## config.mk

```make
export PLATFORM = sky130hd
export DESIGN_NAME = sbl_queue
export DESIGN_NICKNAME = d
export VERILOG_FILES = /design/src/sv/sbl_pkg.sv /design/src/sv/sbl_queue.sv
export SDC_FILE = /design/constraint.sdc
export NUM_CORES = 1
export LEC_CHECK = 0
export ABC_CLOCK_PERIOD_IN_PS = 9300
export BUFFER_PORTS_ARGS = -buffer_cell sky130_fd_sc_hd__buf_2
export CAP_MARGIN = 5
export CORE_ASPECT_RATIO = 0.7
export CORE_MARGIN = 1
export CORE_UTILIZATION = 43
export DETAILED_ROUTE_END_ITERATION = 8
export PLACE_DENSITY = 0.7
export SLEW_MARGIN = 20
export SYNTH_ARGS = -nofsm -noshare
export SYNTH_HDL_FRONTEND = slang
export SYNTH_SLANG_ARGS = --single-unit
```

## constraint.sdc

```tcl
create_clock -name i_clk -period 9.3 [get_ports i_clk]
set_input_delay 0.465 -clock i_clk [delete_from_list [all_inputs] [get_ports i_clk]]
set_output_delay 0.465 -clock i_clk [all_outputs]
set_load 0.01 [all_outputs]
```

## src/sv/sbl_pkg.sv

```systemverilog
// sbl_pkg: shared types, codes and defaults for the sequence boundary lookup.
// No dependencies; every other file of the block but sbl_ram refers to it by scoped names.
package sbl_pkg;

    // fixed field widths of the channels
    localparam int IDX_FIELD_W = 10;
    localparam int POS_FIELD_W = 32;
    localparam int CNT_FIELD_W = 11;
    localparam int CFG_IDX_W   = 1;
    localparam int CFG_DATA_W  = 32;

    // parameter defaults
    localparam int MAX_SEQS_DEF    = 1024;
    localparam int POS_WIDTH_DEF   = 32;
    localparam int QUEUE_DEPTH_DEF = 2;

    // command codes on the input channel
    localparam logic CMD_LOAD  = 1'b0;
    localparam logic CMD_QUERY = 1'b1;

    // configuration register indexes
    localparam logic [CFG_IDX_W-1:0] CFG_SEQ_COUNT  = 1'b0;
    localparam logic [CFG_IDX_W-1:0] CFG_POS_OFFSET = 1'b1;

    typedef enum logic {
        K_LOAD,
        K_QUERY
    } t_kind;

    typedef enum logic [2:0] {
        B_IDLE,
        B_FIRST,
        B_CMP,
        B_LOW,
        B_EMIT
    } t_state;

    typedef struct packed {
        t_kind                  kind;
        logic [IDX_FIELD_W-1:0] load_index;
        logic [POS_FIELD_W-1:0] load_end;
        logic [POS_FIELD_W-1:0] ref_start;
        logic [POS_FIELD_W-1:0] query_start;
        logic [POS_FIELD_W-1:0] len;
        logic [POS_FIELD_W-1:0] abs_pos;
        logic                   use_ref;
    } t_entry;

    typedef struct packed {
        logic [IDX_FIELD_W-1:0] seq_index;
        logic [POS_FIELD_W-1:0] ref_start;
        logic [POS_FIELD_W-1:0] query_start;
        logic [POS_FIELD_W-1:0] len;
        logic [POS_FIELD_W-1:0] abs_pos;
        logic                   found;
    } t_result;

    typedef struct packed {
        logic [CNT_FIELD_W-1:0] seq_count;
        logic [CFG_DATA_W-1:0]  position_offset;
    } t_cfg;

endpackage

```

## src/sv/sbl_queue.sv

```systemverilog
// sbl_queue: short FIFO of classified items between front and back.
// Depends on sbl_pkg for the entry type.
module sbl_queue #(
    parameter int DEPTH = sbl_pkg::QUEUE_DEPTH_DEF
) (
    input  logic            i_clk,
    input  logic            i_rst_n,
    input  logic            i_push,
    input  sbl_pkg::t_entry i_entry,
    output logic            o_full,
    input  logic            i_pop,
    output logic            o_valid,
    output sbl_pkg::t_entry o_entry
);

    localparam int PW = $clog2(DEPTH);
    localparam int CW = $clog2(DEPTH + 1);
    localparam logic [PW-1:0] LAST = PW'(DEPTH - 1);

    sbl_pkg::t_entry r_mem [DEPTH];
    logic [PW-1:0]   r_wr, n_wr, r_rd, n_rd;
    logic [CW-1:0]   r_count, n_count;
    logic            s_pop;

    assign o_full  = (r_count == CW'(DEPTH));
    assign o_valid = (r_count != '0);
    assign o_entry = r_mem[r_rd];
    assign s_pop   = i_pop && o_valid;

    always_comb begin
        n_wr    = r_wr;
        n_rd    = r_rd;
        n_count = r_count;
        if (i_push) begin
            n_wr = (r_wr == LAST) ? '0 : r_wr + PW'(1);
        end
        if (s_pop) begin
            n_rd = (r_rd == LAST) ? '0 : r_rd + PW'(1);
        end
        if (i_push && !s_pop) begin
            n_count = r_count + CW'(1);
        end else if (!i_push && s_pop) begin
            n_count = r_count - CW'(1);
        end
    end

    always_ff @(posedge i_clk) begin
        if (!i_rst_n) begin
            r_wr    <= '0;
            r_rd    <= '0;
            r_count <= '0;
        end else begin
            r_wr    <= n_wr;
            r_rd    <= n_rd;
            r_count <= n_count;
        end
        if (i_push) begin
            r_mem[r_wr] <= i_entry;
        end
    end

endmodule

```

### After elaboration in Yosys (flattened, before gate mapping)

Memories as Yosys holds them, arrays and structs flattened. A register that Yosys moved wholly into a read port is not among the register bits.
Cells that the tools add are included.

| storage, ports and cells | value |
|---|---|
| memories | 1 |
| flip-flop bits (word level) | 4 |
| input port bits | 176 |
| memory bits (writable) | 344 |
| word-level logic and storage cells | 24 |
| output and inout bits | 174 |

Memory list:

| memory | words | width | read ports | clocked after Yosys merged registers in | write ports | RTL line | text |
|---|---|---|---|---|---|---|---|
| r_mem | 2 | 172 | 1 | 1 | 1 | sbl_queue.sv:20 | `sbl_pkg::t_entry r_mem [DEPTH];` |

| operators by class | value |
|---|---|
| eq/ne operators | 1 |
| reduce and logical (&&, ||, !) cells | 7 |
| add/subtract/negate cells | 4 |
| mux-type cells | 8 |

Operator list:

| operator | count |
|---|---|
| 1-bit 2-to-1 mux | 6 |
| 2-bit 2-to-1 mux | 2 |
| 2-bit nonzero test | 2 |
| 1-bit logical AND | 3 |
| 1-bit adder (second input constant) | 2 |
| 2-bit by 1-bit adder with 2-bit output (second input constant) | 1 |
| 2-bit equality test (second input constant) | 1 |
| 1-bit logical NOT | 2 |
| 2-bit by 1-bit subtractor with 2-bit output (second input constant) | 1 |

### Depth between registers and ports, before layout

| depth | value |
|---|---|
| word-level depth | 5 |
| gate-level depth with buffers | 5 |

### Worst setup path after synthesis

Ideal clock, no wire load.

| timing path | value |
|---|---|
| path kind | input to register |
| start point | input i_push |
| end point | memory r_mem[0][0] (netlist name), enable pin |
| data required time | 8573 ps |
| arrival | 7924 ps |
| cell stages on the path | 1 |
| slack | 650 ps |
| library setup time | 727 ps |
| cell sequence | nor2b_1 |

| between the ends | value |
|---|---|
| longest elaborated chain between the ends | 2 |

RTL lines:

| item | RTL line | text |
|---|---|---|
| from (decl) | sbl_queue.sv:8 | `input logic i_push,` |
| 1-bit 2-to-1 mux | sbl_queue.sv:57 | `if (i_push) begin` |
| 1-bit 2-to-1 mux (not written as such) | sbl_queue.sv:58 | `r_mem[r_wr] <= i_entry;` |
| to (decl) | sbl_queue.sv:20 |  |

Every way passes these cells.

==> impl_metrics.sql <==
INSERT INTO impl_metrics (metric_group, metric, value, unit) VALUES
('outcome', 'outcome', 'finished clean', ''),
('finish', 'post_layout_utilization_of_the_core', '0.551', ''),
('grt', 'gr-usage-all-layers', '0.158', ''),
('critical_path', 'category_of_the_worst_setup_path_launch_point', 'register', ''),
('detailed_routing', 'first_iter_violations', '330', ''),
('finish', 'postLayoutCellArea', '0.0161', 'mm2'),
('critical_path', 'worstReg2RegStart', 'r_wr$_SDFFE_PN0P_', ''),
('clock_network', 'worstSkewPairLatency', '0.51', 'ns'),
('yosys', 'post_synth_main_area_contributors', 'edfxtp_1, mux2_4, mux2_2', ''),
('grt', 'globalRoute.busiestLayer', 'met2', ''),
('critical_path', 'critical_path.slowest_cell', 'dfxtp_4', ''),
('critical_path', 'cp_class', 'register to primary output', ''),
('clock_network', 'postCtsHoldBufs', '0', ''),
('critical_path', 'timing.critical_path.required', '8.84', 'ns'),
('yosys', 'postSynthNetCount', '734', ''),
('clock_network', 'cts_setup_buffers', '0', ''),
('clock_network', 'cts.sink_count', '349', ''),
('critical_path', 'cell_chain_of_the_critical_path', 'buf_4 -> mux2_2 -> buf_2', ''),
('power', 'peakVddDrop', '0.000174', 'V'),
('detailed_routing', 'post_drt_via_cell_ratio', '4.83', ''),
('clock_network', 'cts-root-to-sink-buffers', '3', ''),
('yosys', 'async_flop_share', '0', ''),
('yosys', 'netlist_area', '0.0129', 'mm2'),
('grt', 'groute.layer.met2.usage', '0.252', ''),
('sta', 'grt_setup_unrepaired', 'false', ''),
('floorplan', 'die_height', '147', 'um'),
('grt', 'grt_start_max_net_pins', '75', ''),
('yosys', 'yosys.cell_count.top_type', 'edfxtp_1', ''),
('grt', 'grt_antenna_before_repair', '10', ''),
('placement', 'post-dp-hpwl', '16.8', 'mm'),
('finish', 'final_net_count', '1107', ''),
('detailed_routing', 'firstDrtPassIters', '4', ''),
('sta', 'max_freq', '281', 'MHz'),
('yosys', 'ys.flop_type', 'edfxtp_1', ''),
('hold_path', 'worst_hold_path.num_cells', '1', ''),
('floorplan', 'design.die.area', '0.0308', 'mm2'),
('floorplan', 'effective_utilization_at_floorplan', '0.442', ''),
('clock_network', 'tritoncts', 'done', ''),
('yosys', 'post_synth_inst_count', '557', ''),
('floorplan', 'design.portCount', '350', ''),
('clock_network', 'cts_htree_levels', '2', ''),
('critical_path', 'r2r_end', 'r_mem[0][110]$_DFFE_PP_', ''),
('yosys', 'synth.top_cells.by_count', 'edfxtp_1, mux2_2, mux2_4, buf_6, buf_2', ''),
('critical_path', 'critPathMaxStageDelay', '1.00', 'ns'),
('detailed_routing', 'postRouteWirelength', '25.1', 'mm'),
('hold_path', 'worst_hold_path.endpoint', 'r_mem[0][170]$_DFFE_PP_', ''),
('grt', 'overflow', '0', ''),
('hold_path', 'timing.hold.worst.class', 'input port to register', ''),
('yosys', 'ys_seq_area_frac', '0.806', ''),
('sta', 'setup_total_negative_slack', '0', 'ns'),
('clock_network', 'cts-buffers-inserted', '34', ''),
('yosys', 'warnings_from_yosys', '0', ''),
('hold_path', 'hold_path_startpoint', 'i_entry[170]', ''),
('critical_path', 'critical_path.max_fanout', '70', ''),
('placement', 'gpl.final_weighted_congestion', '0.754', ''),
('detailed_routing', 'ant_nets', '0', ''),
('detailed_routing', 'detailroute.via_count', '6474', ''),
('clock_network', 'path_clk_slew', '0.06', 'ns'),
('finish', 'post_layout_nonfiller_instances', '1339', ''),
('finish', 'area_growth_syn_to_layout', '24.6', '%'),
('critical_path', 'worst_ep_arrival_time', '3.10', 'ns'),
('yosys', 'avgSynthCellArea', '23.2', 'um2'),
('yosys', 'number_of_library_cell_types_mapped_by_synthesis', '17', ''),
('job', 'max_cap_violations', '0', ''),
('yosys', 'yosysTopAreaCellShare', '0.798', ''),
('clock_network', 'ctsResizeCount', '0', ''),
('critical_path', 'reg2regPathDepth', '3', ''),
('grt', 'global_route_wire_length_before_repair', '36.8', 'mm'),
('sta', 'relSlewSlack', '0.303', ''),
('detailed_routing', 'drt_drc_violations_left', '0', ''),
('power', 'static-leakage-power', '0.00615', 'uW');
==> critical path, delay by kind of cell, from the launching register on <==
family / cells / cell delay (ns)
buffers and inverters: 2 / 1.00
flip-flops: 1 / 1.00
multiplexers: 1 / 0.45
==> stage by stage <==
step	hold slack [ns]	setup slack [ns]
detailed placement	0.517	6.22
finish	0.139	5.74
CTS	0.113	5.66
global placement	0.499	6.24
global route	0.114	5.54
floorplan	0.474	0.650
==> worst max path at each step <==
stage	to
after floorplan	r_mem[0][0]$_DFFE_PP_
after global placement	o_entry[51]
after detailed placement	o_entry[51]
after CTS	o_entry[51]
after global routing	o_entry[51]
final	o_entry[51]
==> registers in the layout, indices dropped and copies added (netlist names), named ones only <==
name     count
r_wr         1
r_rd         1
r_count      2
r_mem      344
==> cell type report <==
cell class / instances / area [um2] / share of cell area
repair buffers: 356 / 1800 / 0.112
multi-input cells: 189 / 2370 / 0.147
diodes: 7 / 17.5 / 0.00109
clock buffers: 42 / 902 / 0.0559
clock inverters: 18 / 138 / 0.00853
flip-flops and latches: 349 / 10400 / 0.647
well taps: 378 / 473 / 0.0293
==> kinds of logic (layout without fill, tap and decap cells) <==
kind of cell / count (synthesis) / after routing / synth area share
xor gates and xnor gates: 3 / 3 / 0.00203
adders and majority gates: 1 / 1 / 0.000966
other: 0 / 7 / 0
AOI/OAI and AO/OA: 4 / 4 / 0.00193
muxes: 172 / 172 / 0.173
DFF: 349 / 349 / 0.806
and+or+nand+nor: 9 / 9 / 0.00435
buffers and inverters: 19 / 416 / 0.0122
==> where the power goes <==
| group | switching, uW | internal [uW] |
|---|---|---|
| clock network | 547 | 745 |
| logic | 415 | 486 |
| registers | 76.6 | 1830 |
==> layer usage <==
layer / wire [um] / share of wire / up-vias
li1: - / - / 2969
met1: 10300 / 0.41 / 3202
met2: 11900 / 0.47 / 256
met3: 2580 / 0.10 / 43
met4: 364 / 0.015 / 4
met5: 27 / 0.0011 / -
==> cells in the final DEF, fill, tap and decap left out <==
cell type,netlist,routed
diode_2,0,7
clkinv_1,0,9
dfxtp_4,0,1
dfxtp_1,5,4
nor2b_4,0,1
ha_1,1,1
clkinvlp_4,0,2
buf_2,9,349
inv_6,0,1
and2_4,0,1
buf_4,0,7
or3_1,1,1
o21a_1,1,1
edfxtp_1,344,344
and2_1,4,3
bufinv_16,0,2
a21boi_1,1,1
or2_2,1,1
clkbuf_16,0,35
nor2b_1,3,2
clkbuf_1,0,7
xnor2_1,2,2
o21ai_1,1,1
xor2_1,1,1
clkinv_2,0,4
mux2_4,80,80
o21ai_0,1,1
mux2_2,92,92
(Power assumes the default switching activity.)
