$ cat src/sv/sbl_pkg.sv
// sbl_pkg: shared types, codes and defaults for the sequence boundary lookup.
// No dependencies; every other file of the block but sbl_ram refers to it by scoped names.
package sbl_pkg;

    // fixed field widths of the channels
    localparam int IDX_FIELD_W = 10;
    localparam int POS_FIELD_W = 32;
    localparam int CNT_FIELD_W = 11;
    localparam int CFG_IDX_W   = 1;
    localparam int CFG_DATA_W  = 32;

    // parameter defaults
    localparam int MAX_SEQS_DEF    = 1024;
    localparam int POS_WIDTH_DEF   = 32;
    localparam int QUEUE_DEPTH_DEF = 2;

    // command codes on the input channel
    localparam logic CMD_LOAD  = 1'b0;
    localparam logic CMD_QUERY = 1'b1;

    // configuration register indexes
    localparam logic [CFG_IDX_W-1:0] CFG_SEQ_COUNT  = 1'b0;
    localparam logic [CFG_IDX_W-1:0] CFG_POS_OFFSET = 1'b1;

    typedef enum logic {
        K_LOAD,
        K_QUERY
    } t_kind;

    typedef enum logic [2:0] {
        B_IDLE,
        B_FIRST,
        B_CMP,
        B_LOW,
        B_EMIT
    } t_state;

    typedef struct packed {
        t_kind                  kind;
        logic [IDX_FIELD_W-1:0] load_index;
        logic [POS_FIELD_W-1:0] load_end;
        logic [POS_FIELD_W-1:0] ref_start;
        logic [POS_FIELD_W-1:0] query_start;
        logic [POS_FIELD_W-1:0] len;
        logic [POS_FIELD_W-1:0] abs_pos;
        logic                   use_ref;
    } t_entry;

    typedef struct packed {
        logic [IDX_FIELD_W-1:0] seq_index;
        logic [POS_FIELD_W-1:0] ref_start;
        logic [POS_FIELD_W-1:0] query_start;
        logic [POS_FIELD_W-1:0] len;
        logic [POS_FIELD_W-1:0] abs_pos;
        logic                   found;
    } t_result;

    typedef struct packed {
        logic [CNT_FIELD_W-1:0] seq_count;
        logic [CFG_DATA_W-1:0]  position_offset;
    } t_cfg;

endpackage

$ cat src/sv/sbl_ifs.sv
// sbl_ifs: valid/ready channel interfaces (input, result, config write).
// Depends on sbl_pkg for the field widths.
interface sbl_in_if;
    logic                                   valid;
    logic                                   ready;
    logic                                   cmd;
    logic [sbl_pkg::IDX_FIELD_W-1:0]        load_index;
    logic [sbl_pkg::POS_FIELD_W-1:0]        load_end;
    logic [sbl_pkg::POS_FIELD_W-1:0]        match_ref_start;
    logic [sbl_pkg::POS_FIELD_W-1:0]        match_query_start;
    logic [sbl_pkg::POS_FIELD_W-1:0]        match_len;
    logic [sbl_pkg::POS_FIELD_W-1:0]        match_abs_pos;
    logic                                   use_ref;

    modport source (
        output valid, cmd, load_index, load_end, match_ref_start, match_query_start,
               match_len, match_abs_pos, use_ref,
        input  ready
    );
    modport sink (
        input  valid, cmd, load_index, load_end, match_ref_start, match_query_start,
               match_len, match_abs_pos, use_ref,
        output ready
    );
endinterface


$ cat src/sv/sbl_front.sv
// sbl_front: input stage; takes beats, classifies load/query, drops loads
// beyond the table. Depends on sbl_pkg and sbl_in_if.
module sbl_front #(
    parameter int MAX_SEQS = sbl_pkg::MAX_SEQS_DEF
) (
    input  logic            i_clk,
    input  logic            i_rst_n,
    sbl_in_if.sink          i_in,
    input  logic            i_q_full,
    output logic            o_push,
    output sbl_pkg::t_entry o_entry
);

    logic            r_valid, n_valid;
    sbl_pkg::t_entry r_entry, n_entry;
    logic            s_load, s_keep, s_accept;

    assign s_load   = (i_in.cmd == sbl_pkg::CMD_LOAD);
    assign s_keep   = !s_load || (32'(i_in.load_index) < 32'(MAX_SEQS));
    assign i_in.ready = !r_valid || !i_q_full;
    assign s_accept = i_in.valid && i_in.ready;
    assign o_push   = r_valid && !i_q_full;
    assign o_entry  = r_entry;

    always_comb begin
        n_valid = r_valid;
        n_entry = r_entry;
        if (o_push) begin
            n_valid = 1'b0;
        end
        if (s_accept && s_keep) begin
            n_valid             = 1'b1;
            n_entry.kind        = s_load ? sbl_pkg::K_LOAD : sbl_pkg::K_QUERY;
            n_entry.load_index  = i_in.load_index;
            n_entry.load_end    = i_in.load_end;
            n_entry.ref_start   = i_in.match_ref_start;
            n_entry.query_start = i_in.match_query_start;
            n_entry.len         = i_in.match_len;
            n_entry.abs_pos     = i_in.match_abs_pos;
            n_entry.use_ref     = i_in.use_ref;
        end
    end

    always_ff @(posedge i_clk) begin
        if (!i_rst_n) begin
            r_valid <= 1'b0;
        end else begin
            r_valid <= n_valid;
        end
        r_entry <= n_entry;
    end

endmodule

$ cat src/flat_wrapper.sv
// flat-port wrapper written by rule: the top's interface ports become plain ports
module sbl_front_flat 
#(
    parameter int MAX_SEQS = sbl_pkg::MAX_SEQS_DEF
)
  (i_clk, i_rst_n, i_q_full, o_push, o_entry, i_in_valid, i_in_cmd, i_in_load_index, i_in_load_end, i_in_match_ref_start, i_in_match_query_start, i_in_match_len, i_in_match_abs_pos, i_in_use_ref, i_in_ready);
  sbl_in_if i_in_i ();
  input  logic i_clk;
  input  logic i_rst_n;
  input  logic i_q_full;
  output logic o_push;
  output sbl_pkg::t_entry o_entry;
  input wire logic [$bits(i_in_i.valid)-1:0] i_in_valid;
  input wire logic [$bits(i_in_i.cmd)-1:0] i_in_cmd;
  input wire logic [$bits(i_in_i.load_index)-1:0] i_in_load_index;
  input wire logic [$bits(i_in_i.load_end)-1:0] i_in_load_end;
  input wire logic [$bits(i_in_i.match_ref_start)-1:0] i_in_match_ref_start;
  input wire logic [$bits(i_in_i.match_query_start)-1:0] i_in_match_query_start;
  input wire logic [$bits(i_in_i.match_len)-1:0] i_in_match_len;
  input wire logic [$bits(i_in_i.match_abs_pos)-1:0] i_in_match_abs_pos;
  input wire logic [$bits(i_in_i.use_ref)-1:0] i_in_use_ref;
  output wire logic [$bits(i_in_i.ready)-1:0] i_in_ready;
  assign i_in_i.valid = i_in_valid;
  assign i_in_i.cmd = i_in_cmd;
  assign i_in_i.load_index = i_in_load_index;
  assign i_in_i.load_end = i_in_load_end;
  assign i_in_i.match_ref_start = i_in_match_ref_start;
  assign i_in_i.match_query_start = i_in_match_query_start;
  assign i_in_i.match_len = i_in_match_len;
  assign i_in_i.match_abs_pos = i_in_match_abs_pos;
  assign i_in_i.use_ref = i_in_use_ref;
  assign i_in_ready = i_in_i.ready;
  sbl_front #(.MAX_SEQS(MAX_SEQS)) u_core (.i_clk(i_clk), .i_rst_n(i_rst_n), .i_in(i_in_i), .i_q_full(i_q_full), .o_push(o_push), .o_entry(o_entry));
endmodule
$ cat config.mk
export PLATFORM = sky130hd
export DESIGN_NAME = sbl_front_flat
export DESIGN_NICKNAME = d
export VERILOG_FILES = /design/src/sv/sbl_pkg.sv /design/src/sv/sbl_ifs.sv /design/src/sv/sbl_front.sv /design/src/flat_wrapper.sv
export SDC_FILE = /design/constraint.sdc
export NUM_CORES = 1
export LEC_CHECK = 0
export BUFFER_PORTS_ARGS = -buffer_cell sky130_fd_sc_hd__buf_2
export CORE_AREA = 2 2 137 139
export CTS_CLUSTER_SIZE = 10
export DETAILED_ROUTE_END_ITERATION = 6
export DIE_AREA = 0 0 139 141
export REMOVE_ABC_BUFFERS = 1
export SLEW_MARGIN = 20
export SYNTH_ARGS = -nofsm -noshare
export SYNTH_HDL_FRONTEND = slang
export SYNTH_SLANG_ARGS = --single-unit
export TNS_END_PERCENT = 1
$ cat constraint.sdc
create_clock -name i_clk -period 9.6 [get_ports i_clk]
set_input_delay 0.96 -clock i_clk [delete_from_list [all_inputs] [get_ports i_clk]]
set_output_delay 0.96 -clock i_clk [all_outputs]
set_load 0.05 [all_outputs]
; ---- Yosys cells after proc, flatten, opt, wreduce, memory -nomap -nowiden
; Cells that the tools add are included.
[classes]
mux = 3
reduce_logical = 6
[ops]
columns = op, n
row1 = $mux W1, 3
row2 = $logic_and A1 B1 Y1, 2
row3 = $logic_not A1 Y1, 2
row4 = $reduce_bool A2 Y1, 1
row5 = $logic_or A1 B1 Y1, 1
[word_totals]
inputBits = 176
out_inout_bits = 174
ff_bits = 173

; ---- Longest topological paths before layout
[depth]
word_depth = 4
depth_mapped = 2
mapped_depth_nobuf = 2

; ---- Worst setup path after synthesis
; OpenSTA, ideal clock, no wires.
[synth_path]
path_kind = input to register
from = input port i_q_full
to = register u_core.r_entry (netlist bit u_core.o_entry[0]) (enable)
path_slack_ps = 3723
setup_ps = 552
t_required_ps = 9048
n_path_buf = 0
stages = 2
t_arrival_ps = 5325
path_cell_list = nand2_1 and2_1
[synth_via]
elab_chain_len = 3
[synth_lines]
columns = element, line_no
row1 = "start, declared", flat_wrapper.sv:10  ; input logic i_q_full;
row2 = $logic_not A1 Y1, sbl_front.sv:20  ; assign i_in.ready = !r_valid || !i_q_full;
row3 = $logic_or A1 B1 Y1, sbl_front.sv:20
row4 = $logic_and A1 B1 Y1, sbl_front.sv:21  ; assign s_accept = i_in.valid && i_in.ready;
row5 = "end signal, assigned", sbl_front.sv:50  ; r_entry <= n_entry;
row6 = "end, declared", sbl_front.sv:15  ; sbl_pkg::t_entry r_entry, n_entry;
; Every way passes these cells.
; A chain may end at the register's enable or synchronous reset.

; ---- Worst setup path after layout
[layout_path]
from = input port i_q_full
to = output port o_push
[layout_via]
elab_chain_len = 2
[layout_lines]
columns = element, line_no
row1 = $logic_not A1 Y1, sbl_front.sv:22  ; assign o_push = r_valid && !i_q_full;
row2 = $logic_and A1 B1 Y1, sbl_front.sv:22
row3 = "end, declared", flat_wrapper.sv:11  ; output logic o_push;
; Every way passes these cells.

==> flow_metrics.tcl <==
set metrics [dict create \
    outcome "completed" \
    top_library_cells_by_usage_in_the_layout_fill_and_taps_aside "buf_2 (349), edfxtp_1 (172), clkbuf_16 (17), clkinvlp_4 (5), inv_6 (3)" \
    synth_top_cell_area_share_pct 99.0 \
    clock_power_share_pct 34.7 \
    timing.slew.headroom_pct 34.4 \
    hold_ws_ns 0.531 \
    avgSynthCellArea_sq_um 29.3 \
    setup-tns-final_ns 0 \
    ir_worst_vdd_uv 133 \
    die_y_um 141 \
    post_drt_wl_per_cell_um 16.1 \
    worstSetupStartpointType "input pin" \
    clock_tree_from_tritoncts "built" \
    core_area_sq_um 18300 \
    min_path_cells 2 \
    rows 50 \
    finalHoldViolCount 0 \
    required_ns 8.64 \
    comb_power_share_pct 14.1 \
    worst-path-buf-inv 2 \
    layout-area-overhead-vs-synth_pct 49.5 \
    reg_to_reg_critical_path_endpoint "u_core.o_entry[14]$_DFFE_PP_" \
    pwr_density_cell_nw_per_um2 224 \
    cts_inserted_buffers 17 \
    route.detailed.vias_per_inst 4.02 \
    post_route_cells_drive_above_1_share_pct 68.2 \
    drt_pass1_iterations 4 \
    cts_setup_buffers 0 \
    min_from "u_core.r_valid$_SDFFE_PN0P_" \
    crit_fanout 3 \
    period_share_pct 25.8 \
    r2r_start "u_core.r_valid$_SDFFE_PN0P_" \
    r2r_setup_slk_ns 7.67 \
    clk-insertion-delay-late_ns 0.42 \
    vias 3197 \
    clk_pin_slew_worst_paths_ns 0.06 \
    ff_latch_area_sq_um 5180 \
    syn-instance-count 178 \
    worstPathCellList "buf_2 -> and2b_2 -> buf_2" \
    endpoint_kind "primary output" \
    grt_overflow 0 \
    numClockSinks 173 \
    die_width_um 139 \
    critPathArrivalTime_ns 1.52 \
    drv_slew 0 \
    class_of_the_tightest_hold_or_removal_check "flip-flop to flip-flop" \
    internal_power_consumption_mw 1.27 \
    crit_family "buffers and inverters" \
    ios 350 \
    rsz0062_at_grt "no" \
    grt.total_usage_pct 12.6 \
    post_synth_instance_area_sq_um 5220 \
    skew_ns 0.0131 \
    initial_core_util_pct 28.5 \
    power_frac_seq_pct 51.2 \
    yosysWarnings 0 \
    synth_sequential_area_ratio_pct 99.4 \
    ant_nets 0 \
    leakage_nw 3.31 \
    numPortBuffers 349 \
    mostFrequentLayoutCell "buf_2" \
    ctsLongestPathBuffers 2 \
    synth-seq-cells 173 \
    timing.reg2reg.worst_path_depth 3 \
    timing.hold.worst_endpoint "u_core.r_valid$_SDFFE_PN0P_" \
    postRouteWirelength_mm 12.8 \
    power.total_mw 1.75 \
    final_period_minus_worst_setup_slack_ns 2.48 \
    timing.final.setup_violations 0 \
    dieArea_sq_um 19600 \
    critPathKind "input pin to primary output" \
    sw_frac_of_total_pct 27.6 \
    design_area_sq_um 7800 \
    fmax_ghz 0.403 \
    worst_path_largest_cell_delay_ns 0.25 \
    critical_path.most_common_cell "buf_2" \
    detailedRoute.firstIterationViolations 147 \
    ctsHtreeMaxLevel 4 \
    multiInputGateArea_sq_um 32.5 \
    timing.critical_path.slowest_stage_cell "buf_2" \
    detail_route.drc_violations 0 \
    grt_antenna_before_repair 2 \
    largest_net_degree_at_the_start_of_global_routing 80 \
    postLayoutCoreUtil_pct 42.7 \
    vias_in_the_first_global_route 3340 \
    cts-resized-gates 0 \
    synth_cell_types 7 \
    switchingPower_mw 0.482 \
    grt_first_pass_wirelength_mm 18.5 \
    num-fill-cells 1693 \
    hold_buffer_count_at_cts 0 \
    timing.max_cap.violations 0 \
    placedInstanceArea_sq_um 7270 \
    synthTopCellsByArea "edfxtp_1 (99%), dfxtp_1 (0.38%), and2b_2 (0.17%), and2_1 (0.12%), nor2b_1 (0.12%)" \
    tightestPinTransition_ns 0.984 \
    finalWeightedCongestion 0.805 \
    hpwl_detailed_mm 9.99 \
    post-synth-top-area-cell "edfxtp_1" \
    clock_tree.root_cell "clkbuf_16" \
    finalNetCount 724 \
]
-- power by group through the flow --
stage	sequential (mW)	combinational [mW]	clock (mW)
6_report	0.895	0.247	0.607
5_1_grt	0.899	0.257	0.662
2_1_floorplan	1.07	0.0150	0
4_1_cts	0.896	0.250	0.630
3_3_place_gp	0.910	0.247	0
3_5_place_dp	0.912	0.250	0
-- cells in the mapped netlist, drive strengths merged --
master / count
a21oi: 1
and2: 1
nor2b: 1
edfxtp: 172
dfxtp: 1
nand2: 1
and2b: 1
-- worst min-delay path: stages, from the launching register on --
cell	delay (ns)
dfxtp_1	0.32
a21oi_1	0.12
nor2b_1	0.05
-- worst max path at each step --
stage                         from                            end  slack (ns)  cells after the start
after detailed placement  i_q_full    u_core.o_entry[2]$_DFFE_PP_        6.91                      4
after CTS                 i_q_full                         o_push        7.12                      3
after global routing      i_q_full                         o_push        7.11                      3
final                     i_q_full                         o_push        7.12                      3
after global placement    i_q_full  u_core.o_entry[102]$_DFFE_PP_        6.99                      4
after floorplan           i_q_full    u_core.o_entry[0]$_DFFE_PP_        3.72                      2
-- stage by stage --
stage | cells | setup slack [ns]
floorplan | 178 | 3.72
global placement | 763 | 6.99
detailed placement | 763 | 6.91
CTS | 794 | 7.12
global route | 795 | 7.11
finish | 795 | 7.12
-- layout make-up --
type | count | area share [%]
sequential | 173 | 66.5
timing repair buffer | 351 | 22.6
clock buffer | 18 | 5.50
tap | 234 | 3.75
clock inverter | 13 | 1.22
multi-input combinational | 5 | 0.417
antenna | 1 | 0.0321
-- state kept, by name, summed over array words and instances (netlist names) --
name            count
u_core.r_valid      1
u_core.o_entry    172
-- layer usage --
| metal | GRT usage [%] | wire, um |
|---|---|---|
| met5 | 0 | 13 |
| met4 | 6.17 | 252 |
| met3 | 6.15 | 1380 |
| met2 | 20.6 | 6560 |
| met1 | 13.7 | 4610 |
-- logic make-up after synthesis --
logic type / after synthesis / share of synthesized area (%)
AOI/OAI and AO/OA: 1 / 0.0959
and+or+nand+nor: 4 / 0.480
DFF: 173 / 99.4
(Power assumes the default switching activity.)
