## config.mk

```make
export PLATFORM = sky130hd
export DESIGN_NAME = sbl_back_flat
export DESIGN_NICKNAME = d
export VERILOG_FILES = /design/src/sv/sbl_pkg.sv /design/src/sv/sbl_ifs.sv /design/src/sv/sbl_back.sv /design/src/flat_wrapper.sv
export SDC_FILE = /design/constraint.sdc
export NUM_CORES = 1
export LEC_CHECK = 0
export ABC_AREA = 0
export BUFFER_PORTS_ARGS = -buffer_cell sky130_fd_sc_hd__clkbuf_2
export CORE_ASPECT_RATIO = 2
export CORE_MARGIN = 8
export CORE_UTILIZATION = 51
export CTS_CLUSTER_SIZE = 40
export DETAILED_ROUTE_END_ITERATION = 16
export PLACE_DENSITY = 0.82
export SLEW_MARGIN = 20
export SYNTH_ARGS = -nofsm -noshare
export SYNTH_HDL_FRONTEND = slang
export SYNTH_SLANG_ARGS = --single-unit
```

## constraint.sdc

```tcl
create_clock -name i_clk -period 6.7 [get_ports i_clk]
set_input_delay 0.335 -clock i_clk [delete_from_list [all_inputs] [get_ports i_clk]]
set_output_delay 0.335 -clock i_clk [all_outputs]
set_load 0.01 [all_outputs]
```

## src/sv/sbl_pkg.sv

```systemverilog
// sbl_pkg: shared types, codes and defaults for the sequence boundary lookup.
// No dependencies; every other file of the block but sbl_ram refers to it by scoped names.
package sbl_pkg;

    // fixed field widths of the channels
    localparam int IDX_FIELD_W = 10;
    localparam int POS_FIELD_W = 32;
    localparam int CNT_FIELD_W = 11;
    localparam int CFG_IDX_W   = 1;
    localparam int CFG_DATA_W  = 32;

    // parameter defaults
    localparam int MAX_SEQS_DEF    = 1024;
    localparam int POS_WIDTH_DEF   = 32;
    localparam int QUEUE_DEPTH_DEF = 2;

    // command codes on the input channel
    localparam logic CMD_LOAD  = 1'b0;
    localparam logic CMD_QUERY = 1'b1;

    // configuration register indexes
    localparam logic [CFG_IDX_W-1:0] CFG_SEQ_COUNT  = 1'b0;
    localparam logic [CFG_IDX_W-1:0] CFG_POS_OFFSET = 1'b1;

    typedef enum logic {
        K_LOAD,
        K_QUERY
    } t_kind;

    typedef enum logic [2:0] {
        B_IDLE,
        B_FIRST,
        B_CMP,
        B_LOW,
        B_EMIT
    } t_state;

    typedef struct packed {
        t_kind                  kind;
        logic [IDX_FIELD_W-1:0] load_index;
        logic [POS_FIELD_W-1:0] load_end;
        logic [POS_FIELD_W-1:0] ref_start;
        logic [POS_FIELD_W-1:0] query_start;
        logic [POS_FIELD_W-1:0] len;
        logic [POS_FIELD_W-1:0] abs_pos;
        logic                   use_ref;
    } t_entry;

    typedef struct packed {
        logic [IDX_FIELD_W-1:0] seq_index;
        logic [POS_FIELD_W-1:0] ref_start;
        logic [POS_FIELD_W-1:0] query_start;
        logic [POS_FIELD_W-1:0] len;
        logic [POS_FIELD_W-1:0] abs_pos;
        logic                   found;
    } t_result;

    typedef struct packed {
        logic [CNT_FIELD_W-1:0] seq_count;
        logic [CFG_DATA_W-1:0]  position_offset;
    } t_cfg;

endpackage

```

## src/sv/sbl_ifs.sv

```systemverilog


interface sbl_out_if;
    logic                                   valid;
    logic                                   ready;
    logic [sbl_pkg::IDX_FIELD_W-1:0]        seq_index;
    logic [sbl_pkg::POS_FIELD_W-1:0]        out_ref_start;
    logic [sbl_pkg::POS_FIELD_W-1:0]        out_query_start;
    logic [sbl_pkg::POS_FIELD_W-1:0]        out_len;
    logic [sbl_pkg::POS_FIELD_W-1:0]        out_abs_pos;
    logic                                   found;

    modport source (
        output valid, seq_index, out_ref_start, out_query_start, out_len, out_abs_pos,
               found,
        input  ready
    );
    modport sink (
        input  valid, seq_index, out_ref_start, out_query_start, out_len, out_abs_pos,
               found,
        output ready
    );
endinterface


```

## src/sv/sbl_back.sv

```systemverilog
// sbl_back: executes loads and runs the binary search for queries; owns the
// result register. Depends on sbl_pkg, sbl_out_if; drives the table RAM ports.
module sbl_back #(
    parameter int MAX_SEQS  = sbl_pkg::MAX_SEQS_DEF,
    parameter int POS_WIDTH = sbl_pkg::POS_WIDTH_DEF
) (
    input  logic                        i_clk,
    input  logic                        i_rst_n,
    input  sbl_pkg::t_cfg               i_cfg,
    input  logic                        i_q_valid,
    input  sbl_pkg::t_entry             i_q_entry,
    output logic                        o_q_pop,
    output logic                        o_we,
    output logic [$clog2(MAX_SEQS)-1:0] o_waddr,
    output logic [POS_WIDTH-1:0]        o_wdata,
    output logic [$clog2(MAX_SEQS)-1:0] o_raddr_a,
    output logic [$clog2(MAX_SEQS)-1:0] o_raddr_b,
    input  logic [POS_WIDTH-1:0]        i_rdata_a,
    input  logic [POS_WIDTH-1:0]        i_rdata_b,
    sbl_out_if.source                   o_out
);

    localparam int IDX_W = $clog2(MAX_SEQS);
    localparam int CNT_W = $clog2(MAX_SEQS + 1);
    localparam logic [CNT_W-1:0] ONE = CNT_W'(1);

    sbl_pkg::t_state  r_state, n_state;
    logic [CNT_W-1:0] r_n, n_n, r_left, n_left, r_right, n_right, r_mid, n_mid;
    logic [POS_WIDTH-1:0] r_start, n_start;
    sbl_pkg::t_entry  r_match, n_match;
    sbl_pkg::t_result r_res, n_res, r_o, n_o, s_hit_res;
    logic             r_o_valid, n_o_valid;

    logic [CNT_W-1:0]     s_ncl, s_nl, s_nr, s_nmid, s_hit_idx;
    logic [POS_WIDTH-1:0] s_start, s_rel;
    logic                 s_lt_a, s_lt_b, s_mid_pos, s_mid_inner, s_cont, s_slot_free;
    logic                 s_q_query;

    function automatic sbl_pkg::t_result f_pass(sbl_pkg::t_entry e);
        sbl_pkg::t_result r;
        r.seq_index   = '0;
        r.ref_start   = e.ref_start;
        r.query_start = e.query_start;
        r.len         = e.len;
        r.abs_pos     = e.abs_pos;
        r.found       = 1'b1;
        return r;
    endfunction

    // sequence count: zero counts as one, saturate at table size
    always_comb begin
        if (i_cfg.seq_count == '0) begin
            s_ncl = ONE;
        end else if (32'(i_cfg.seq_count) > 32'(MAX_SEQS)) begin
            s_ncl = CNT_W'(MAX_SEQS);
        end else begin
            s_ncl = CNT_W'(i_cfg.seq_count);
        end
    end

    assign s_q_query   = i_q_valid && (i_q_entry.kind == sbl_pkg::K_QUERY);
    assign s_start     = POS_WIDTH'(i_q_entry.use_ref ? i_q_entry.ref_start
                                                      : i_q_entry.query_start)
                       + POS_WIDTH'(i_cfg.position_offset);
    assign s_lt_a      = (r_start < i_rdata_a);
    assign s_lt_b      = (r_start < i_rdata_b);
    assign s_mid_pos   = (r_mid != '0);
    assign s_mid_inner = ((r_mid + ONE) < r_n);
    assign s_rel       = r_start - i_rdata_a;
    assign s_slot_free = !r_o_valid || o_out.ready;
    assign s_hit_idx   = (r_state == sbl_pkg::B_LOW) ? r_mid : r_mid + ONE;

    // search bounds after this step
    always_comb begin
        s_nl = r_left;
        s_nr = r_right;
        case (r_state)
            sbl_pkg::B_FIRST: begin
                s_nl = '0;
                s_nr = r_n - ONE;
            end
            sbl_pkg::B_CMP: s_nl = r_mid + ONE;
            sbl_pkg::B_LOW: s_nr = r_mid - ONE;
            default: ;
        endcase
    end

    assign s_nmid = s_nl + ((s_nr - s_nl) >> 1);
    assign s_cont = (s_nl <= s_nr);

    always_comb begin
        s_hit_res.seq_index = sbl_pkg::IDX_FIELD_W'(s_hit_idx);
        s_hit_res.len       = r_match.len;
        s_hit_res.found     = 1'b1;
        if (r_match.use_ref) begin
            s_hit_res.ref_start   = 32'(s_rel);
            s_hit_res.query_start = r_match.query_start;
            s_hit_res.abs_pos     = 32'(r_start);
        end else begin
            s_hit_res.ref_start   = r_match.ref_start;
            s_hit_res.query_start = 32'(s_rel);
            s_hit_res.abs_pos     = r_match.ref_start;
        end
    end

    // next state
    always_comb begin
        n_state = r_state;
        case (r_state)
            sbl_pkg::B_IDLE: begin
                if (s_q_query) begin
                    n_state = (s_ncl == ONE) ? sbl_pkg::B_EMIT : sbl_pkg::B_FIRST;
                end
            end
            sbl_pkg::B_FIRST: n_state = s_lt_a ? sbl_pkg::B_EMIT : sbl_pkg::B_CMP;
            sbl_pkg::B_CMP: begin
                if (s_lt_a) begin
                    n_state = s_mid_pos ? sbl_pkg::B_LOW : sbl_pkg::B_EMIT;
                end else if (s_mid_inner && s_lt_b) begin
                    n_state = sbl_pkg::B_EMIT;
                end else begin
                    n_state = s_cont ? sbl_pkg::B_CMP : sbl_pkg::B_EMIT;
                end
            end
            sbl_pkg::B_LOW: begin
                if (!s_lt_a) begin
                    n_state = sbl_pkg::B_EMIT;
                end else begin
                    n_state = s_cont ? sbl_pkg::B_CMP : sbl_pkg::B_EMIT;
                end
            end
            sbl_pkg::B_EMIT: n_state = s_slot_free ? sbl_pkg::B_IDLE : sbl_pkg::B_EMIT;
            default: n_state = sbl_pkg::B_IDLE;
        endcase
    end

    // outputs and datapath
    always_comb begin
        o_q_pop   = 1'b0;
        o_we      = 1'b0;
        o_waddr   = IDX_W'(i_q_entry.load_index);
        o_wdata   = POS_WIDTH'(i_q_entry.load_end);
        o_raddr_a = '0;
        o_raddr_b = '0;
        n_n       = r_n;
        n_left    = r_left;
        n_right   = r_right;
        n_mid     = r_mid;
        n_start   = r_start;
        n_match   = r_match;
        n_res     = r_res;
        n_o_valid = r_o_valid && !o_out.ready;
        n_o       = r_o;
        case (r_state)
            sbl_pkg::B_IDLE: begin
                o_q_pop = i_q_valid;
                if (i_q_valid && (i_q_entry.kind == sbl_pkg::K_LOAD)) begin
                    o_we = 1'b1;
                end
                if (s_q_query) begin
                    n_match = i_q_entry;
                    n_n     = s_ncl;
                    n_start = s_start;
                    n_res   = f_pass(i_q_entry);
                end
            end
            sbl_pkg::B_FIRST: begin
                if (s_lt_a) begin
                    n_res = f_pass(r_match);
                end else begin
                    n_left    = s_nl;
                    n_right   = s_nr;
                    n_mid     = s_nmid;
                    o_raddr_a = IDX_W'(s_nmid);
                    o_raddr_b = IDX_W'(s_nmid + ONE);
                end
            end
            sbl_pkg::B_CMP: begin
                if (s_lt_a) begin
                    if (s_mid_pos) begin
                        o_raddr_a = IDX_W'(r_mid - ONE);
                    end else begin
                        n_res = '0;
                    end
                end else if (s_mid_inner && s_lt_b) begin
                    n_res = s_hit_res;
                end else if (s_cont) begin
                    n_left    = s_nl;
                    n_right   = s_nr;
                    n_mid     = s_nmid;
                    o_raddr_a = IDX_W'(s_nmid);
                    o_raddr_b = IDX_W'(s_nmid + ONE);
                end else begin
                    n_res = '0;
                end
            end
            sbl_pkg::B_LOW: begin
                if (!s_lt_a) begin
                    n_res = s_hit_res;
                end else if (s_cont) begin
                    n_left    = s_nl;
                    n_right   = s_nr;
                    n_mid     = s_nmid;
                    o_raddr_a = IDX_W'(s_nmid);
                    o_raddr_b = IDX_W'(s_nmid + ONE);
                end else begin
                    n_res = '0;
                end
            end
            sbl_pkg::B_EMIT: begin
                if (s_slot_free) begin
                    n_o_valid = 1'b1;
                    n_o       = r_res;
                end
            end
            default: ;
        endcase
    end

    always_ff @(posedge i_clk) begin
        if (!i_rst_n) begin
            r_state   <= sbl_pkg::B_IDLE;
            r_o_valid <= 1'b0;
        end else begin
            r_state   <= n_state;
            r_o_valid <= n_o_valid;
        end
        r_n     <= n_n;
        r_left  <= n_left;
        r_right <= n_right;
        r_mid   <= n_mid;
        r_start <= n_start;
        r_match <= n_match;
        r_res   <= n_res;
        r_o     <= n_o;
    end

    assign o_out.valid           = r_o_valid;
    assign o_out.seq_index       = r_o.seq_index;
    assign o_out.out_ref_start   = r_o.ref_start;
    assign o_out.out_query_start = r_o.query_start;
    assign o_out.out_len         = r_o.len;
    assign o_out.out_abs_pos     = r_o.abs_pos;
    assign o_out.found           = r_o.found;

endmodule

```

## src/flat_wrapper.sv

```systemverilog
// flat-port wrapper written by rule: the top's interface ports become plain ports
module sbl_back_flat 
#(
    parameter int MAX_SEQS  = sbl_pkg::MAX_SEQS_DEF,
    parameter int POS_WIDTH = sbl_pkg::POS_WIDTH_DEF
)
  (i_clk, i_rst_n, i_cfg, i_q_valid, i_q_entry, o_q_pop, o_we, o_waddr, o_wdata, o_raddr_a, o_raddr_b, i_rdata_a, i_rdata_b, o_out_valid, o_out_seq_index, o_out_out_ref_start, o_out_out_query_start, o_out_out_len, o_out_out_abs_pos, o_out_found, o_out_ready);
  sbl_out_if o_out_i ();
  input  logic i_clk;
  input  logic i_rst_n;
  input  sbl_pkg::t_cfg i_cfg;
  input  logic i_q_valid;
  input  sbl_pkg::t_entry i_q_entry;
  output logic o_q_pop;
  output logic o_we;
  output logic [$clog2(MAX_SEQS)-1:0] o_waddr;
  output logic [POS_WIDTH-1:0] o_wdata;
  output logic [$clog2(MAX_SEQS)-1:0] o_raddr_a;
  output logic [$clog2(MAX_SEQS)-1:0] o_raddr_b;
  input  logic [POS_WIDTH-1:0] i_rdata_a;
  input  logic [POS_WIDTH-1:0] i_rdata_b;
  output wire logic [$bits(o_out_i.valid)-1:0] o_out_valid;
  output wire logic [$bits(o_out_i.seq_index)-1:0] o_out_seq_index;
  output wire logic [$bits(o_out_i.out_ref_start)-1:0] o_out_out_ref_start;
  output wire logic [$bits(o_out_i.out_query_start)-1:0] o_out_out_query_start;
  output wire logic [$bits(o_out_i.out_len)-1:0] o_out_out_len;
  output wire logic [$bits(o_out_i.out_abs_pos)-1:0] o_out_out_abs_pos;
  output wire logic [$bits(o_out_i.found)-1:0] o_out_found;
  input wire logic [$bits(o_out_i.ready)-1:0] o_out_ready;
  assign o_out_valid = o_out_i.valid;
  assign o_out_seq_index = o_out_i.seq_index;
  assign o_out_out_ref_start = o_out_i.out_ref_start;
  assign o_out_out_query_start = o_out_i.out_query_start;
  assign o_out_out_len = o_out_i.out_len;
  assign o_out_out_abs_pos = o_out_i.out_abs_pos;
  assign o_out_found = o_out_i.found;
  assign o_out_i.ready = o_out_ready;
  sbl_back #(.MAX_SEQS(MAX_SEQS), .POS_WIDTH(POS_WIDTH)) u_core (.i_clk(i_clk), .i_rst_n(i_rst_n), .i_cfg(i_cfg), .i_q_valid(i_q_valid), .i_q_entry(i_q_entry), .o_q_pop(o_q_pop), .o_we(o_we), .o_waddr(o_waddr), .o_wdata(o_wdata), .o_raddr_a(o_raddr_a), .o_raddr_b(o_raddr_b), .i_rdata_a(i_rdata_a), .i_rdata_b(i_rdata_b), .o_out(o_out_i));
endmodule
```

# Word-level counts from Yosys, hierarchy flattened
# Cells that the tools add are included.
# word_totals
inputBits	283
elab_cells	128
register_bits	487
output_inout_bits	204
# op_classes
muxes	62
reduce_logical	16
n_bitwise	1
n_eq_ne	12
n_lt_le_gt_ge	5
add_sub_neg	8
# ops
operator	count
$mux 139	7
$pmux 139 s4	1
$mux 11	17
$mux 10	12
$pmux 11 s3	3
$lt 32x32->1	2
$mux 32	2
$mux 64	1
$pmux 10 s3	2
$pmux 11 s2	2
$add 32x32->32	1
$sub 32x32->32	1
$mux 3	9
$sub 11x1->11 const B	2
$pmux 3 s5	1
$add 11x1->11 const B	1
$add 11x10->11	1
$eq 11x1->1 const B	1
$gt 11x11->1 const B	1
$le 11x11->1	1
$logic_not 11->1	1
$lt 11x11->1	1
$reduce_bool 11->1	1
$sub 11x11->11	1
other kinds (18)	32

# Depth between registers and ports, before layout
# logic_depth
depth_word	9
ltp_mapped	27
ltp_nobuf	26

# Worst setup path before layout
# No wires, ideal clock.
# synth_path
path_kind	register to register
startpoint	register u_core.r_state[2]
endpoint	register u_core.r_o (netlist bit u_core.o_out.found) (enable)
path_stages_with_launch	5
setup_slack_ns	-0.585
t_arrival_ns	6.646
synth_period_minus_slack_ns	7.285
t_required_ns	6.061
n_path_buf	2
setup_time_ns	0.639
cell_sequence	dfxtp_1 > clkbuf_1 > clkbuf_1 > nand2_1 > nor2_1
# synth_via
elab_chain_cells	2
# synth_rtl
item	line	rtl
from (decl)	sbl_back.sv:27	sbl_pkg::t_state r_state, n_state;
from (signal assigned)	sbl_back.sv:222	r_state <= sbl_pkg::B_IDLE;
from (signal assigned)	sbl_back.sv:225	r_state <= n_state;
$eq 3x3->1	sbl_back.sv:154	case (r_state)
$reduce_and 2->1 (no source line)	--	
to (signal assigned)	sbl_back.sv:235	r_o <= n_o;
to (decl)	sbl_back.sv:31	sbl_pkg::t_result r_res, n_res, r_o, n_o, s_hit_res;
# No other way between the ends.
# A chain may end at the register's enable or synchronous reset.

# Final worst setup path
# layout_path
startpoint	register u_core.r_mid[0]
endpoint	output o_raddr_b[9]
# layout_via
elab_chain_cells	9
elab_cells_between_ends	16
classes_between	5 x add/sub; 2 x order compare; 8 x mux; 1 x reduce/logical
# layout_rtl
item	line	rtl
from (decl)	sbl_back.sv:28	logic [CNT_W-1:0] r_n, n_n, r_left, n_left, r_right, n_right, r_mid, n_mid;
from (signal assigned)	sbl_back.sv:231	r_mid <= n_mid;
$sub 11x1->11 or $add 11x1->11 (tied branches)	sbl_back.sv:83, sbl_back.sv:68, sbl_back.sv:82	
$pmux 11 s2	sbl_back.sv:77	case (r_state)
$sub 11x11->11	sbl_back.sv:88	assign s_nmid = s_nl + ((s_nr - s_nl) >> 1);
$add 11x10->11	sbl_back.sv:88	
$add 10x1->10	sbl_back.sv:175, sbl_back.sv:192, sbl_back.sv:205	
$mux 10	sbl_back.sv:187, sbl_back.sv:200	
$mux 10	sbl_back.sv:185	end else if (s_mid_inner && s_lt_b) begin
$mux 10	sbl_back.sv:179	if (s_lt_a) begin
$pmux 10 s3 (*)	sbl_back.sv:154	
to (decl)	flat_wrapper.sv:19	output logic [$clog2(MAX_SEQS)-1:0] o_raddr_b;
# Every way passes the cells marked *; elsewhere a longest branch is shown, timed or not.

==> impl_metrics.csv <==
group,metric,value,unit
run_status,status,"finished clean",
cells_and_area,nNetsFinal,3120,
logic_synthesis,synth.top_cell.area_share,56.33,%
power_and_ir_drop,comb_power_share,20.8,%
logic_synthesis,syn_nets,2659,
routing,wl_per_cell,29.17,um
worst_setup_path,arrival,5.83,ns
die,start_util,51.57,%
global_route,grt_use_met1,32.95,%
clock_tree,cts_tree,"built",
logic_synthesis,synth_commonest_cells,"483 x edfxtp_1, 205 x nand2_1, 166 x a21oi_1, 166 x nor2_1, 138 x inv_1",
routing,drt-total-wl,98.94,mm
logic_synthesis,yosysTopAreaCell,"edfxtp_1",
flow_run,cap_violations,0,
logic_synthesis,ys_seq_area_share,56.64,%
logic_synthesis,synth_compound_area_share,15.73,%
global_route,grt_pass1_vias,21950,
worst_setup_path,r2r_cells,18,
power_and_ir_drop,cellPowerDensity,268.1,nW/um^2
logic_synthesis,muxShareOfSynthArea,3.027,%
global_route,grt_start_max_net_pins,138,
die,die_x,174.9,um
placement,gp_congestion,0.9989,
global_route,overflow,0,
power_and_ir_drop,pwr-share-seq,45.3,%
worst_setup_path,worstSetupStartpointType,"register",
die,coreArea,49930,um^2
logic_synthesis,syn_inst,2242,
worst_setup_path,crit_type,"register to output port",
sta,tightestPinTransition,1.092,ns
clock_tree,cts_buffers,44,
global_route,antenna_found_initial,6,
sta,min_period_over_period,92.07,%
power_and_ir_drop,leakagePower,12.32,nW
routing,drt_iter0_markers,2316,
sta,finalHoldViolations,0,
global_route,grt_pass1_wl,142.9,mm
logic_synthesis,synth_xor_area_share,3.163,%
sta,rsz0062_at_grt,"false",
logic_synthesis,synth_top_family_by_area,"compound AO/OA/AOI/OAI gates",
sta,drv_slew,0,
worst_setup_path,crit_start,"u_core.r_mid[0]$_DFFE_PP_",
power_and_ir_drop,vdd_drop_max,241.6,uV
global_route,top_usage_layer,"met2",
placement,port_buffers,402,
clock_tree,cts_root_buf,"clkbuf_16",
logic_synthesis,ys_ff_latch,487,
cells_and_area,area_growth,20.50,%
sta,tns,0,ns
cells_and_area,layout-drive-gt1-share,22.32,%
power_and_ir_drop,pwr-share-clk,33.8,%
routing,drc,0,
worst_setup_path,r2r-start,"u_core.r_mid[0]$_DFFE_PP_",
logic_synthesis,synth_adder_area_share,6.628,%
worst_setup_path,worstPathMaxFanout,7,
global_route,met3_usage,5.509,%
routing,ant_nets,0,
worst_setup_path,endpoint_kind,"output port",
logic_synthesis,ys_top_cells_by_area,"edfxtp_1 56%, ha_1 6.3%, a21oi_1 3.2%",
clock_tree,clock-sinks,487,
routing,drt_first_pass_iters,8,
placement,dp_cells,3191,
logic_synthesis,synthDistinctLibCells,74,
die,ios,487,
die,rows,116,
logic_synthesis,async_flop_share,0,%
logic_synthesis,synth_edf_count,483,
logic_synthesis,synth_warnings,0,
worst_setup_path,reg2reg_setup_slack,0.94,ns
worst_setup_path,cp.required,6.36,ns
logic_synthesis,syn_area,25750,um^2
logic_synthesis,yosysMostFrequentCell,"edfxtp_1",
logic_synthesis,ys.flop_type,"edfxtp_1",
placement,hpwl,73.00,mm
die,die_y,333.8,um
sta,maxSlewHeadroom,27.17,%
clock_tree,worstSkewPairLatency,0.58,ns
clock_tree,post_cts_buffers,0,
clock_tree,htreeDepth,2,
clock_tree,ctsLongestPathBuffers,3,
power_and_ir_drop,sw_frac_of_total,28.99,%
cells_and_area,stdcell_count,3392,
min_path,hold_path.class,"primary input to register",
power_and_ir_drop,internal_power,0.005906,W
routing,via_count,21330,
logic_synthesis,yosys.area_share.simple,9.772,%
power_and_ir_drop,power_switching,0.002411,W
worst_setup_path,regToRegEndpoint,"u_core.r_res[94]$_DFFE_PP_",
sta,period_needed,6.168,ns
sta,setup_violations,0,
clock_tree,path_clk_slew,0.07,ns
logic_synthesis,avgSynthCellArea,11.48,um^2
routing,routed_via_density,6.288,
sta,final.setup_skew,0.02060,ns
die,fp.dieArea,58370,um^2
global_route,use_met2,57.84,%
worst_setup_path,crit_end,"o_raddr_b[9]",
sta,max_clock_freq,162.1,MHz
global_route,groute.usage.overall,32.92,%
[cells by family (layout without fill, tap and decap cells)]
kind of cell / after synthesis / after routing
AOI/OAI and AO/OA: 616 / 616
muxes: 70 / 70
and+or+nand+nor: 556 / 556
DFF: 487 / 487
adders and majority gates: 134 / 134
buffers and inverters: 286 / 781
xor gates and xnor gates: 93 / 93
other: 0 / 6
[power by group through the flow]
stage | Sequential (W) | Combinational (W) | Clock (W)
after floorplan | 0.00379 | 0.00106 | 0
after global placement | 0.00382 | 0.00159 | 0
after detailed placement | 0.00383 | 0.00162 | 0
after CTS | 0.00376 | 0.00169 | 0.00283
after global routing | 0.00378 | 0.00186 | 0.00293
final | 0.00377 | 0.00173 | 0.00281
[how the worst min path moves through the flow]
stage,depth (start not counted),endpoint,start,slack (ns)
final,1,u_core.r_match[124]$_DFFE_PP_,i_q_entry[124],0.02
after global routing,1,u_core.r_match[114]$_DFFE_PP_,i_q_entry[114],0.004
after CTS,1,u_core.r_match[124]$_DFFE_PP_,i_q_entry[124],0.002
after detailed placement,0,u_core.o_out.out_len[27]$_DFFE_PP_,u_core.r_res[60]$_DFFE_PP_,0.44
after global placement,0,u_core.o_out.out_len[6]$_DFFE_PP_,u_core.r_res[39]$_DFFE_PP_,0.43
after floorplan,0,u_core.o_out.out_ref_start[11]$_DFFE_PP_,u_core.r_res[108]$_DFFE_PP_,0.42
[cell type report]
type / instances / area (um^2)
flip-flops and latches: 487 / 14590
well taps: 649 / 812.0
clock inverters: 30 / 406.6
clock buffers: 50 / 1165
repair buffers: 562 / 3568
multi-input cells: 1469 / 9951
diodes: 6 / 15.01
fillers: 3922 / 18900
inverters: 139 / 521.8
[worst max-delay path: stages, from the launching register on]
cell,delay (ns)
edfxtp_1,0.47
inv_1,0.17
ha_1,0.28
xnor2_1,0.39
nor2_1,0.09
a221o_1,0.31
ha_1,0.34
nor2b_1,0.15
o21ai_0,0.19
a21boi_0,0.16
o21ai_0,0.21
a21boi_0,0.15
o21ai_0,0.22
a21boi_1,0.13
or4b_2,0.62
nand3_1,0.11
ha_1,0.26
inv_1,0.13
o31ai_1,0.08
a21oi_1,0.15
o311ai_2,0.20
xnor2_1,0.18
nor2_1,0.11
clkbuf_2,0.14
[stage by stage]
stage,setup WS (ns),hold WS [ns],util (%),instance area [um^2],total power [W]
finish,0.5316,0.02466,62.14,31030,0.008317
global route,0.04179,0.004041,62.13,31020,0.008567
CTS,0.03542,0.002420,62.02,30960,0.008282
detailed placement,0.6833,0.4351,56.58,28250,0.005448
global placement,0.7703,0.4318,56.57,28250,0.005402
floorplan,0.8525,0.4167,-,25750,0.004853
[per-layer routing]
layer | share of wire [%] | routed length (um)
met1 | 32 | 31210
met4 | 10 | 10340
met3 | 7.6 | 7511
met5 | 0.013 | 13
met2 | 50 | 49860
[cells in the final DEF, fill, tap and decap left out, types with 13 or more instances in the layout]
cell	n
nand2b_1	14
o21a_1	20
or3_1	13
o21ai_1	50
a21oi_1	164
o21ai_0	89
dlygate4sd3_1	114
ha_1	130
nand2_1	205
nor2_1	164
xnor2_1	71
buf_4	41
a31oi_1	25
nor3_1	25
a22oi_1	59
and3_1	14
mux2_2	63
inv_1	138
nand3_1	36
a222oi_1	44
nor2b_1	29
o211ai_1	19
a21o_1	27
a221oi_1	14
xor2_1	22
edfxtp_1	483
o22ai_1	20
clkbuf_16	45
nand4_1	18
clkbuf_2	402
[what timing repair did]
action,4_1_cts,5_1_grt
gates resized for setup,0,8
hold buffers,114,0
endpoints found under the setup margin,0,4
endpoints found under the hold margin,114,0
[sequential cells by signal, summed over array words and instances (netlist names)]
register and flops:
u_core.o_out.found 1, u_core.o_out.out_abs_pos 32, u_core.o_out.out_len 32, u_core.o_out.out_query_start 32
u_core.o_out.out_ref_start 32, u_core.o_out.seq_index 10, u_core.o_out.valid 1, u_core.r_left 11
u_core.r_match 129, u_core.r_mid 11, u_core.r_n 11, u_core.r_res 139
u_core.r_right 11, u_core.r_start 32, u_core.r_state 3
Power figures use the tool's default switching activity.
